$ cat config.mk
export PLATFORM = sky130hd
export DESIGN_NAME = star_depth_advance_respawn_unit
export DESIGN_NICKNAME = d
export VERILOG_FILES = /design/src/rtl/sdar_pkg.sv /design/src/rtl/sdar_ctrl.sv /design/src/rtl/sdar_dp.sv /design/src/rtl/star_depth_advance_respawn_unit.sv
export SDC_FILE = /design/constraint.sdc
export NUM_CORES = 1
export LEC_CHECK = 0
export BUFFER_PORTS_ARGS = -buffer_cell sky130_fd_sc_hd__buf_2
export CORE_MARGIN = 5
export CORE_UTILIZATION = 45
export DETAILED_ROUTE_END_ITERATION = 10
export SLEW_MARGIN = 30
export SYNTH_ARGS = -nofsm -noshare
export SYNTH_HDL_FRONTEND = slang
export SYNTH_HIERARCHICAL = 1
export SYNTH_SLANG_ARGS = --single-unit
$ cat constraint.sdc
create_clock -name i_clk -period 10.1 [get_ports i_clk]
set_input_delay 1.01 -clock i_clk [delete_from_list [all_inputs] [get_ports i_clk]]
set_output_delay 1.01 -clock i_clk [all_outputs]
set_load 0.01 [all_outputs]
$ cat src/rtl/sdar_pkg.sv
`timescale 1ns / 1ps
// Package for the star depth advance and respawn unit.
// Holds controller states, command/status structs, constants and the noise step.
package sdar_pkg;

    localparam int unsigned WORD_W   = 16;
    localparam int unsigned DRAW_X_W = 9;
    localparam int unsigned DRAW_Y_W = 8;
    localparam int unsigned SPAN_W   = WORD_W + 1;
    localparam int unsigned MOD_STEPS = DRAW_X_W;
    localparam int unsigned CNT_W    = $clog2(MOD_STEPS);
    localparam int unsigned CFG_IDX_W = 3;

    localparam logic [WORD_W-1:0] NOISE_SEED  = 16'hACE1;
    localparam logic [WORD_W-1:0] SPEED_RST   = 16'd1;
    localparam logic [WORD_W-1:0] FAR_RST     = 16'd127;
    localparam logic [WORD_W-1:0] SPREAD_RST  = 16'd0;
    localparam logic [WORD_W-1:0] CENTRE_X_RST = 16'd160;
    localparam logic [WORD_W-1:0] CENTRE_Y_RST = 16'd112;

    localparam logic [CFG_IDX_W-1:0] REG_SPEED    = 3'd0;
    localparam logic [CFG_IDX_W-1:0] REG_FAR      = 3'd1;
    localparam logic [CFG_IDX_W-1:0] REG_SPREAD_X = 3'd2;
    localparam logic [CFG_IDX_W-1:0] REG_SPREAD_Y = 3'd3;
    localparam logic [CFG_IDX_W-1:0] REG_CENTRE_X = 3'd4;
    localparam logic [CFG_IDX_W-1:0] REG_CENTRE_Y = 3'd5;

    typedef enum logic [2:0] {
        ST_IDLE,
        ST_EVAL,
        ST_MODX,
        ST_MODY,
        ST_DONE
    } t_state;

    typedef struct packed {
        logic load;      // capture input transaction
        logic draw;      // respawn: draw noise twice, set far depth
        logic mod_step;  // one restoring modulo step
        logic mod_last;  // final step of current axis
        logic axis_y;    // 0: x axis, 1: y axis
        logic out_load;  // move result into output register
    } t_cmd;

    typedef struct packed {
        logic respawn;
        logic out_free;
    } t_status;

    function automatic logic [WORD_W-1:0] xorshift(input logic [WORD_W-1:0] s);
        logic [WORD_W-1:0] a;
        logic [WORD_W-1:0] b;
        a = s ^ (s << 7);
        b = a ^ (a >> 9);
        return b ^ (b << 8);
    endfunction

endpackage

$ cat src/rtl/sdar_ctrl.sv
`timescale 1ns / 1ps
// Controller state machine of the star depth advance and respawn unit.
// Depends on sdar_pkg; drives the datapath through t_cmd.
module sdar_ctrl
    import sdar_pkg::*;
(
    input  logic    i_clk,
    input  logic    i_rst_n,
    input  logic    i_in_valid,
    output logic    o_in_ready,
    input  t_status i_status,
    output t_cmd    o_cmd
);

    t_state             r_state, n_state;
    logic [CNT_W-1:0]   r_cnt, n_cnt;

    always_ff @(posedge i_clk) begin
        if (!i_rst_n) begin
            r_state <= ST_IDLE;
            r_cnt   <= '0;
        end else begin
            r_state <= n_state;
            r_cnt   <= n_cnt;
        end
    end

    always_comb begin
        n_state    = r_state;
        n_cnt      = r_cnt;
        o_cmd      = '0;
        o_in_ready = 1'b0;
        unique case (r_state)
            ST_IDLE: begin
                o_in_ready = 1'b1;
                if (i_in_valid) begin
                    o_cmd.load = 1'b1;
                    n_state    = ST_EVAL;
                end
            end
            ST_EVAL: begin
                n_cnt = '0;
                if (i_status.respawn) begin
                    o_cmd.draw = 1'b1;
                    n_state    = ST_MODX;
                end else begin
                    n_state = ST_DONE;
                end
            end
            ST_MODX, ST_MODY: begin
                o_cmd.mod_step = 1'b1;
                o_cmd.axis_y   = (r_state == ST_MODY);
                n_cnt          = r_cnt + 1'b1;
                if (r_cnt == CNT_W'(MOD_STEPS - 1)) begin
                    o_cmd.mod_last = 1'b1;
                    n_cnt          = '0;
                    n_state        = (r_state == ST_MODX) ? ST_MODY : ST_DONE;
                end
            end
            ST_DONE: begin
                if (i_status.out_free) begin
                    o_cmd.out_load = 1'b1;
                    n_state        = ST_IDLE;
                end
            end
            default: n_state = ST_IDLE;
        endcase
    end

endmodule

$ cat src/rtl/sdar_dp.sv
`timescale 1ns / 1ps
// Datapath: configuration registers, noise generator, serial modulo unit
// and output register. Depends on sdar_pkg; steered by sdar_ctrl.
module sdar_dp
    import sdar_pkg::*;
(
    input  logic                 i_clk,
    input  logic                 i_rst_n,
    input  logic                 i_cfg_we,
    input  logic [CFG_IDX_W-1:0] i_cfg_index,
    input  logic [WORD_W-1:0]    i_cfg_data,
    input  logic [WORD_W-1:0]    i_star_x,
    input  logic [WORD_W-1:0]    i_star_y,
    input  logic [WORD_W-1:0]    i_star_z,
    input  t_cmd                 i_cmd,
    output t_status              o_status,
    input  logic                 i_out_ready,
    output logic                 o_out_valid,
    output logic [WORD_W-1:0]    o_new_x,
    output logic [WORD_W-1:0]    o_new_y,
    output logic [WORD_W-1:0]    o_new_z,
    output logic                 o_respawned
);

    logic [WORD_W-1:0] r_speed, r_far, r_spread_x, r_spread_y, r_centre_x, r_centre_y;
    logic [WORD_W-1:0] r_noise;
    logic [WORD_W-1:0] r_x, r_y, r_z;
    logic              r_resp;
    logic [DRAW_Y_W-1:0] r_dy;
    logic [DRAW_X_W-1:0] r_div;
    logic [SPAN_W-1:0]   r_rem;
    logic              r_out_valid;
    logic [WORD_W-1:0] r_out_x, r_out_y, r_out_z;
    logic              r_out_resp;

    logic [WORD_W-1:0] n_z;
    logic [WORD_W-1:0] n_d1, n_d2;
    logic [WORD_W-1:0] n_spread, n_centre;
    logic [SPAN_W-1:0] n_span;
    logic [SPAN_W:0]   n_trial;
    logic [SPAN_W-1:0] n_rem;
    logic [WORD_W-1:0] n_place;

    always_ff @(posedge i_clk) begin
        if (!i_rst_n) begin
            r_speed    <= SPEED_RST;
            r_far      <= FAR_RST;
            r_spread_x <= SPREAD_RST;
            r_spread_y <= SPREAD_RST;
            r_centre_x <= CENTRE_X_RST;
            r_centre_y <= CENTRE_Y_RST;
        end else if (i_cfg_we) begin
            unique case (i_cfg_index)
                REG_SPEED:    r_speed    <= i_cfg_data;
                REG_FAR:      r_far      <= i_cfg_data;
                REG_SPREAD_X: r_spread_x <= i_cfg_data;
                REG_SPREAD_Y: r_spread_y <= i_cfg_data;
                REG_CENTRE_X: r_centre_x <= i_cfg_data;
                REG_CENTRE_Y: r_centre_y <= i_cfg_data;
                default: ;
            endcase
        end
    end

    assign n_z  = i_star_z - r_speed;
    assign n_d1 = xorshift(r_noise);
    assign n_d2 = xorshift(n_d1);

    // restoring modulo by 2*spread, one dividend bit per step
    assign n_spread = i_cmd.axis_y ? r_spread_y : r_spread_x;
    assign n_centre = i_cmd.axis_y ? r_centre_y : r_centre_x;
    assign n_span   = {n_spread, 1'b0};
    assign n_trial  = {r_rem, r_div[DRAW_X_W-1]};
    assign n_rem    = (n_trial >= {1'b0, n_span}) ? SPAN_W'(n_trial - {1'b0, n_span})
                                                  : n_trial[SPAN_W-1:0];
    assign n_place  = (n_spread[WORD_W-1] || n_spread == '0) ? n_centre
                    : n_centre - n_spread + n_rem[WORD_W-1:0];

    always_ff @(posedge i_clk) begin
        if (!i_rst_n) begin
            r_noise <= NOISE_SEED;
        end else if (i_cmd.draw) begin
            r_noise <= n_d2;
        end
    end

    always_ff @(posedge i_clk) begin
        if (i_cmd.load) begin
            r_x    <= i_star_x;
            r_y    <= i_star_y;
            r_z    <= n_z;
            r_resp <= (n_z == '0) || n_z[WORD_W-1];
        end
        if (i_cmd.draw) begin
            r_z   <= r_far;
            r_div <= n_d1[DRAW_X_W-1:0];
            r_dy  <= n_d2[DRAW_Y_W-1:0];
            r_rem <= '0;
        end
        if (i_cmd.mod_step) begin
            if (i_cmd.mod_last) begin
                r_rem <= '0;
                r_div <= {{(DRAW_X_W - DRAW_Y_W){1'b0}}, r_dy};
                if (i_cmd.axis_y) begin
                    r_y <= n_place;
                end else begin
                    r_x <= n_place;
                end
            end else begin
                r_rem <= n_rem;
                r_div <= {r_div[DRAW_X_W-2:0], 1'b0};
            end
        end
    end

    always_ff @(posedge i_clk) begin
        if (!i_rst_n) begin
            r_out_valid <= 1'b0;
        end else if (i_cmd.out_load) begin
            r_out_valid <= 1'b1;
        end else if (i_out_ready) begin
            r_out_valid <= 1'b0;
        end
    end

    always_ff @(posedge i_clk) begin
        if (i_cmd.out_load) begin
            r_out_x    <= r_x;
            r_out_y    <= r_y;
            r_out_z    <= r_z;
            r_out_resp <= r_resp;
        end
    end

    assign o_status.respawn  = r_resp;
    assign o_status.out_free = !r_out_valid || i_out_ready;
    assign o_out_valid = r_out_valid;
    assign o_new_x     = r_out_x;
    assign o_new_y     = r_out_y;
    assign o_new_z     = r_out_z;
    assign o_respawned = r_out_resp;

endmodule

$ cat src/rtl/star_depth_advance_respawn_unit.sv
`timescale 1ns / 1ps
// Star depth advance and respawn: one star in, one updated star out per transaction.
// A star that keeps flying goes from evaluation straight to the output register; one that
// respawns first takes two 9-step serial modulo passes through one shared restoring unit.
// The next star is taken only after the last has moved into the output register, which
// lets it enter while a result waits; a full output register stalls the unit.
// Synchronous active-low reset restores register defaults and the noise seed 0xACE1.
module star_depth_advance_respawn_unit
    import sdar_pkg::*;
(
    input  logic                 i_clk,
    input  logic                 i_rst_n,
    input  logic                 i_cfg_valid,
    output logic                 o_cfg_ready,
    input  logic [CFG_IDX_W-1:0] i_cfg_index,
    input  logic [WORD_W-1:0]    i_cfg_data,
    input  logic                 s_axis_tvalid,
    output logic                 s_axis_tready,
    input  logic [47:0]          s_axis_tdata,   // star_x, star_y, star_z
    output logic                 m_axis_tvalid,
    input  logic                 m_axis_tready,
    output logic [47:0]          m_axis_tdata,   // new_x, new_y, new_z
    output logic                 m_axis_tuser    // respawned
);

    t_cmd    w_cmd;
    t_status w_status;

    assign o_cfg_ready = 1'b1;

    sdar_ctrl u_ctrl (
        .i_clk      (i_clk),
        .i_rst_n    (i_rst_n),
        .i_in_valid (s_axis_tvalid),
        .o_in_ready (s_axis_tready),
        .i_status   (w_status),
        .o_cmd      (w_cmd)
    );

    sdar_dp u_dp (
        .i_clk       (i_clk),
        .i_rst_n     (i_rst_n),
        .i_cfg_we    (i_cfg_valid),
        .i_cfg_index (i_cfg_index),
        .i_cfg_data  (i_cfg_data),
        .i_star_x    (s_axis_tdata[15:0]),
        .i_star_y    (s_axis_tdata[31:16]),
        .i_star_z    (s_axis_tdata[47:32]),
        .i_cmd       (w_cmd),
        .o_status    (w_status),
        .i_out_ready (m_axis_tready),
        .o_out_valid (m_axis_tvalid),
        .o_new_x     (m_axis_tdata[15:0]),
        .o_new_y     (m_axis_tdata[31:16]),
        .o_new_z     (m_axis_tdata[47:32]),
        .o_respawned (m_axis_tuser)
    );

endmodule
**After elaboration in Yosys (flattened, before gate mapping)**

Cells that the tools add are included.

- Flip-flop bits (word level): 252
- Word-level logic and storage cells: 105
- Input port bits: 72
- Output and inout bits: 52

- Equal/unequal tests: 13
- Bitwise operators: 6
- Multiplexer cells: 39
- Reductions and logical operators: 20
- $lt $le $gt $ge: 1
- Add/subtract/negate cells: 5

Operator list:

| cell | number |
|---|---|
| $mux W16 | 13 |
| $mux W17 | 4 |
| $xor A16 B16 Y16 | 4 |
| $logic_not A16 Y1 | 2 |
| $sub A16 B16 Y16 | 2 |
| $xor A16 B7 Y16 | 2 |
| $mux W9 | 3 |
| $ge A18 B17 Y1 | 1 |
| $mux W3 | 6 |
| $sub A17 B17 Y17 | 1 |
| $add A16 B16 Y16 | 1 |
| $eq A3 B2 Y1 const B | 4 |
| $pmux W3 S4 | 1 |
| $reduce_and A2 Y1 | 6 |
| $mux W1 | 10 |
| $eq A3 B3 Y1 const B | 3 |
| $pmux W4 S2 | 1 |
| $reduce_bool A2 Y1 | 4 |
| $eq A3 B1 Y1 const B | 2 |
| $logic_not A3 Y1 | 2 |
| $add A4 B1 Y4 const B | 1 |
| $eq A4 B4 Y1 const B | 1 |
| $mux W4 | 1 |
| $ne A2 B1 Y1 const B | 2 |
| 5 further kinds | 7 |

**Logic depth before layout (Yosys ltp)**

Gate-level depths: netlist of the first run.

- Depth in word-level cells: 11
- Depth in mapped cells: 28

**Cells and area by module**

Netlist of the first run, hierarchy kept.

By module, submodules not included:

| module | cells each | area each (um2) | instances |
|---|---|---|---|
| sdar_dp | 1329 | 12710.9 | 1 |
| sdar_ctrl | 56 | 465.4 | 1 |
| star_depth_advance_respawn_unit | 2 | 11.3 | 1 |

**Worst setup path after synthesis of the first run**

No wires, ideal clock.

- Kind: register to register
- From: register u_ctrl.r_state[0]
- To: register u_dp.r_x[14]
- Period minus slack after synthesis: 5790 ps
- Setup slack: 4310 ps
- Stages on the path, launching flop included: 29
- Buffers on the path: 5
- Arrival time: 5657 ps
- Path through: dfxtp_1 buf_2 inv_1 nor2_1 buf_6 buf_6 mux2i_1 ha_1 o21a_1 o31a_1 o31ai_1 a2111oi_0 or2_2 buf_4 buf_2 nand2_1 o21ai_0 fa_1 inv_1 fa_1 a21o_1 a21oi_1 o21ai_0 a31oi_1 o211ai_1 a41oi_1 xnor2_1 a21oi_1 a21oi_1

RTL lines:

| item | line | RTL |
|---|---|---|
| start, declared | sdar_ctrl.sv:15 | `t_state r_state, n_state;` |
| start signal, assigned | sdar_ctrl.sv:23 | `r_state <= n_state;` |
| end signal, assigned | sdar_dp.sv:89 | `r_x <= i_star_x;` |
| end signal, assigned | sdar_dp.sv:107 | `r_x <= n_place;` |
| end, declared | sdar_dp.sv:27 | `logic [WORD_W-1:0] r_x, r_y, r_z;` |

==> metrics.txt, run 1 <==
register bit count reported by yosys=roughly 250; CTS tree=done; Ys Warns=6; Yosys cell types=64; hold path depth=0; Die ar.=about 33,000 um^2; largest net degree at the start of global routing=63; HPWL Detailed=24,400 um; Final Slew Violations=0; GRT Residual Overflow=0; hold-fix buffers at CTS=0; via count=between 9,000 and 10,000; reg2reg end=u_dp/r_x[14]; clock group share of total power=0.363; met2 Track Usage GR=0.345; CTS buffer count=28; setup violators final=0; Synth area leader=dfxtp_1; crit-path cells=inv_1 > nor2_4 > mux2i_1 > ha_1 > nand2_1 > o21ai_0 > a31oi_1 > a2111oi_0 > or2_2 > o21ai_0 > fa_1 > inv_1 > fa_1 > a21o_1 > a21oi_1 > o21ai_0 > a31oi_1 > o211ai_1 > a41oi_1 > xnor2_1 > a21oi_1 > a21oi_1; htree depth=1; initial DRC count=about 580; Synth Net Count=around 1,500; slowest cell on the critical path=nor2_4; Syn Inst Count=around 1,400; Top FF cell, synth=dfxtp_1; CP Data Arrival Time=7.47 ns; switching pwr=~0.88 mW; Flop pwr share=0.402; Max VDD drop=0.000124 V; worst skew pair latency=~0.54 ns; antenna violations before repair=0; share of flip-flops with an asynchronous set or reset=0; first-pass GRT wire length=53,700 um; post-route ant nets=0; Initial Utilization=0.457; number of flops mapped to enable cells by yosys=100; diode count=0; RSZ-0062 raised after global routing=false; clock root buffer=clkbuf_16; Syn Std Cell Area=between 10,000 and 15,000 um^2; top-area cell type share of the netlist area=0.231; P&R area growth vs syn=14.4%; clock sinks=about 250; sw frac=0.295; Nets=1,616; min Tclk post-route=7.06 ns; Reg2Reg Launch Point=u_ctrl/r_state[0]; power share of the combinational group=0.234; drt wl/cell=18.0 um; P per Cell Area=197 nW/um^2; Post-CTS Setup Repair Bufs=0; Cell Rows=just over 60; vias in the first global route=between 9,000 and 10,000; critical path fanouts, max=20; DRC Markers=0; CP top delay family=compound AO/OA/AOI/OAI gates; hold worst-path end=u_dp/o_new_y[7]; skew final=approximately 0.013 ns; width of the die=181 um; share of layout cells above drive strength 1=0.154; Worst path max stage delay=0.71 ns; clock slew at reported path FFs=roughly 0.060 ns; synth cell count leaders=nand2_1 (252), dfxtp_1 (152), edfxtp_1 (100); Placeable Area=28,900 um^2; met3 Use GR=0.0255; DRT Pass-1 Iters=5; Setup Crit Path Kind=register to register; R2R setup slack=a little over 3 ns; Worst-Margin Slew=a little over 0.9 ns; min-delay src=u_dp/r_y[7]; Top Ports=approximately 120; Seq/Total Area, Yosys=0.458; routability cong.=between 0.9 and 1; Worst Path Buf+Inv=2; met1 Usage GRT=0.275; relative slew slack=0.390; clock buffer depth=3; final WL=33,900 um; fin crit share=0.699; die height=181 um; CP Data Required Time=10.51 ns; final hold violations=0; total track usage=0.202; run status=finished clean; WHS=between 0.4 and 0.5 ns; input/output buffers=approximately 120; Vias/cell=between 5 and 6; crit path capture type=register; Synth Area per Inst=9.51 um^2; LEAKAGE=~5.8 nW; Hold Path Class=register to register; depth of the most critical reg-to-reg path=22; max cap viols=0; count leader, synth=nand2_1; internal cell power=approximately 2.1 mW; largest cells by area after synthesis=dfxtp_1 (23%), edfxtp_1 (23%), nand2_1 (7.2%), a21boi_0 (4.8%), ha_1 (4.6%); CP startpoint kind=register; Final TNS setup=0 ns; Resized cells post-CTS=0; gr busiest metal=met2; Fmax=0.142 GHz
cell usage in the layout (no fill, tap or decap), types with 13 or more instances in the layout:
cell | netlist | layout
a21boi_0 | 85 | 85
nor3_1 | 16 | 13
xor2_1 | 27 | 27
nand3_1 | 26 | 26
mux2_2 | 16 | 16
o21ai_0 | 52 | 52
inv_1 | 76 | 76
dfxtp_1 | 152 | 152
xnor2_1 | 58 | 58
ha_1 | 49 | 49
nor2b_1 | 41 | 41
mux2i_1 | 46 | 46
nand2_1 | 252 | 252
a21oi_1 | 69 | 69
edfxtp_1 | 100 | 100
fa_1 | 17 | 17
clkbuf_16 | 0 | 29
a211oi_1 | 34 | 34
buf_2 | 4 | 122
nor2_1 | 67 | 64
cells by family (layout without fill, tap and decap cells):
group | Yosys count | count (layout) | synth area share
and+or+nand+nor | 459 | 459 | 0.156
DFF | 252 | 252 | 0.458
other | 1 | 1 | 0.000284
buffers and inverters | 151 | 264 | 0.0471
muxes | 68 | 68 | 0.0556
adders and majority gates | 66 | 66 | 0.0723
xor gates and xnor gates | 85 | 85 | 0.0565
AOI/OAI and AO/OA | 305 | 305 | 0.154
stage by stage:
step                area, um^2  cells  power, mW  utilization  worst slack (ns)
floorplan                13200   1387       1.74            -              4.31
global placement         14100   1831       1.91        0.487              3.39
detailed placement       14100   1832       1.91        0.488              3.16
CTS                      15100   1884       3.00        0.522              3.10
global route             15100   1884       3.14        0.523              2.37
finish                   15100   1884       2.98        0.523              3.04
routing by layer:
layer,part of all wire,up-vias
met5,0,-
met4,0.024,0
met3,0.045,48
met2,0.48,228
met1,0.45,4624
li1,-,4947
power groups by stage:
stage	Clock, mW	Sequential [mW]	Combinational (mW)
3_5_place_dp	0	1.22	0.694
5_1_grt	1.15	1.21	0.783
6_report	1.08	1.20	0.697
4_1_cts	1.10	1.20	0.699
2_1_floorplan	0	1.20	0.533
3_3_place_gp	0	1.22	0.688
registers in the layout, indices dropped and copies added (netlist names), 8 cells and up:
| signal | cells |
|---|---|
| u_dp/o_new_y | 16 |
| u_dp/r_far | 16 |
| u_dp/o_new_z | 16 |
| u_dp/r_rem | 17 |
| u_dp/r_centre_x | 16 |
| u_dp/r_spread_y | 16 |
| u_dp/r_spread_x | 16 |
| u_dp/r_noise | 16 |
| u_dp/r_z | 16 |
| u_dp/r_div | 9 |
| u_dp/o_new_x | 16 |
| u_dp/r_y | 16 |
| u_dp/r_speed | 16 |
| u_dp/r_centre_y | 16 |
| u_dp/r_x | 16 |
| u_dp/r_dy | 8 |
final cells by class:
cell class / count / area, um^2
fill: 2678 / 13800
multi-input combinational: 984 / 6570
sequential: 252 / 6050
clock buffer: 29 / 726
timing repair buffer: 134 / 713
tap: 384 / 480
inverter: 78 / 293
clock inverter: 23 / 255
worst max-delay path by stage:
stage,from,to,slack [ns],cells after the start
global placement,u_ctrl/r_state[0],u_dp/r_x[14],3.39,22
finish,u_ctrl/r_state[0],u_dp/r_x[14],3.04,22
floorplan,u_ctrl/r_state[0],u_dp/r_x[14],4.31,28
CTS,u_ctrl/r_state[0],u_dp/r_x[14],3.10,22
detailed placement,u_ctrl/r_state[0],u_dp/r_x[14],3.16,22
global route,u_ctrl/r_state[0],u_dp/r_x[14],2.37,22
No activity file was read; power rests on OpenSTA's default activity.
==> inputs of run 2 (changes only) <==
- PLACE_DENSITY: unset -> 0.66
- clock period: 10.1 -> 6.1 ns (I/O delays scaled with it)
==> run 2 against run 1 <==
Effect of this change: critical path type unchanged; cell count increased by 0.27%; critical path depth increased by 2; critical endpoint is now u_dp/r_y[14]; sequential share of layout area increased by 0.11 points.
==> metrics.txt, run 2 (synthesis gave the netlist of run 1 again) <==
DRT Pass-1 Iters=5 (unchanged); Placed Area=14,100 um^2 (+0.36%); max cap viols=0 (unchanged); clock group share of total power=0.337 (-0.026); Hold Path Class=input port to register; Final TNS setup=0 ns (unchanged); largest reg by FF count=u_dp/r_rem; Top Ports=124 (unchanged); max reg flops=17 (unchanged); clock root buffer=clkbuf_16; setup violators final=0 (unchanged); share of layout cells above drive strength 1=0.155 (+0.00148); die height=181 um (unchanged); skew final=0.0113 ns (-0.00214 ns); Setup Crit Path Kind=register to register; run status=finished clean; total chip power=4.75 mW (+60%); GRT Residual Overflow=0 (unchanged); most common cell after layout, fill and taps aside=nand2_1; CP startpoint kind=register; Nets=1,622 (+0.37%); first-pass GRT wire length=53,200 um (-0.87%); CTS buffer count=27 (-3.6%); Worst path max stage delay=0.56 ns (-0.15 ns); clock buffer depth=3 (unchanged); Cell Rows=62 (unchanged); Final Cell Area=15,000 um^2 (-0.27%); LEAKAGE=5.79 nW (-0.35%); width of the die=181 um (unchanged); htree depth=1 (unchanged); fin crit share=0.950 (+0.251); WHS=0.348 ns (-0.0711 ns); Max VDD drop=0.000204 V (+64%); Worst-Margin Slew=0.764 ns (-0.151 ns); P&R area growth vs syn=14.1%; critical path fanouts, max=12 (-40%); internal cell power=3.32 mW (+58%); clock sinks=252 (unchanged); leading cell types in the layout, fill and taps excluded=nand2_1 (252), dfxtp_1 (152), buf_2 (122); P per Cell Area=316 nW/um^2 (+60%); power share of the combinational group=0.247 (+0.013); switching pwr=1.44 mW (+63%); largest net degree at the start of global routing=117 (+86%); input/output buffers=122 (unchanged); Flop pwr share=0.416 (+0.014); Placeable Area=28,900 um^2 (unchanged); Resized cells post-CTS=0 (unchanged); pre-CTS setup slack=0.0971 ns (-3.06 ns); post-route ant nets=0 (unchanged); Most common cell on crit path=a21oi_1; min Tclk post-route=5.79 ns (-1.27 ns); relative slew slack=0.490 (+0.100); RSZ-0062 raised after global routing=false; clock slew at reported path FFs=0.06 ns (about the same); Post-CTS Setup Repair Bufs=0 (unchanged); via count=10,100 (+2.8%); slowest cell on the critical path=fa_1; FILL cells=2,684 (+0.22%); Final WS setup=0.305 ns (-2.73 ns); sw frac=0.302 (+0.00696); antenna violations before repair=0 (unchanged); initial DRC count=896 (+56%); crit path capture type=register; fin cells=1,889 (+0.27%); CP Data Required Time=6.51 ns (-4.00 ns); diode count=0 (unchanged); DRC Markers=0 (unchanged); Final Slew Violations=0 (unchanged); Cells after DPL=1,839 (+0.38%); final WL=33,000 um (-2.6%); Die ar.=32,800 um^2 (unchanged); crit-path cells=nand2b_4 > nor2_4 > buf_12 > mux2i_1 > ha_1 > o21a_1 > o31a_1 > o31ai_1 > a2111oi_2 > or2_4 > nand2_1 > o21ai_0 > fa_1 > inv_1 > fa_1 > a21o_1 > a21oi_1 > o21ai_0 > a31oi_1 > o211ai_1 > a41oi_1 > xnor2_1 > a21oi_1 > a21oi_1; Initial Utilization=0.457 (unchanged); vias in the first global route=9,667 (-0.43%); routability cong.=0.901 (-0.52%); Vias/cell=5.36 (+2.5%); drt wl/cell=17.5 um (-2.9%); HPWL Detailed=24,200 um (-0.78%); CP Data Arrival Time=6.20 ns (-1.27 ns); final hold violations=0 (unchanged); CTS tree=done; Fmax=0.173 GHz (+22%); worst skew pair latency=0.54 ns (about the same); hold-fix buffers at CTS=0 (unchanged); total track usage=0.197 (-0.00458); fin util=0.521 (-0.00139)
## run 2: cell types whose count changed in the layout (fill, tap and decap cells not counted), sizes merged
cell	before	now
clkbuf	29	32
bufinv	5	2
clkinvlp	4	3
inv	78	81
clkinv	14	10
buf	134	141
## run 2: area by class of cell
cell class | instances | area, um^2 | area share
repair buffers | 141 | 769 | 0.0512
flip-flops and latches | 252 | 6050 | 0.402
clock inverters | 18 | 171 | 0.0114
clock buffers | 32 | 694 | 0.0462
multi-input cells | 984 | 6590 | 0.438
inverters | 78 | 293 | 0.0195
well taps | 384 | 480 | 0.0319
## run 2: worst max-delay path: cells and delay by family, from the launching register on
kind / cells / cell delay (ns)
AND/OR/NAND/NOR: 4 / 0.81
multiplexers: 1 / 0.34
adder cells (fa/ha/maj): 3 / 1.36
AO/OA/AOI/OAI: 13 / 2.51
buffers and inverters: 2 / 0.26
flip-flops: 1 / 0.31
XOR/XNOR: 1 / 0.09
## run 2: power groups by stage
stage | registers [mW] | clock network, mW | logic (mW)
floorplan | 1.99 | 0 | 0.883
global placement | 2.01 | 0 | 1.13
detailed placement | 2.01 | 0 | 1.14
CTS | 1.98 | 1.63 | 1.15
global route | 1.99 | 1.71 | 1.31
finish | 1.98 | 1.60 | 1.17
## run 2: path summary, 6_finish.rpt
kind                                        start              end  slack [ns]  depth (start not counted)
worst max-delay path            u_ctrl/r_state[2]     u_dp/r_y[14]        0.31                         24
worst min-delay path             s_axis_tdata[16]      u_dp/r_y[0]        0.35                          3
worst max register to register  u_ctrl/r_state[2]     u_dp/r_y[14]        0.31                         24
worst min register to register        u_dp/r_z[1]  u_dp/o_new_z[1]        0.41                          0
## run 2: per-layer routing
metal,up-vias,GRT usage,wire length [um]
li1,4962,-,-
met1,4797,0.299,15900
met2,317,0.292,14100
met3,42,0.0382,2320
met4,0,0.0426,678
met5,-,0,0
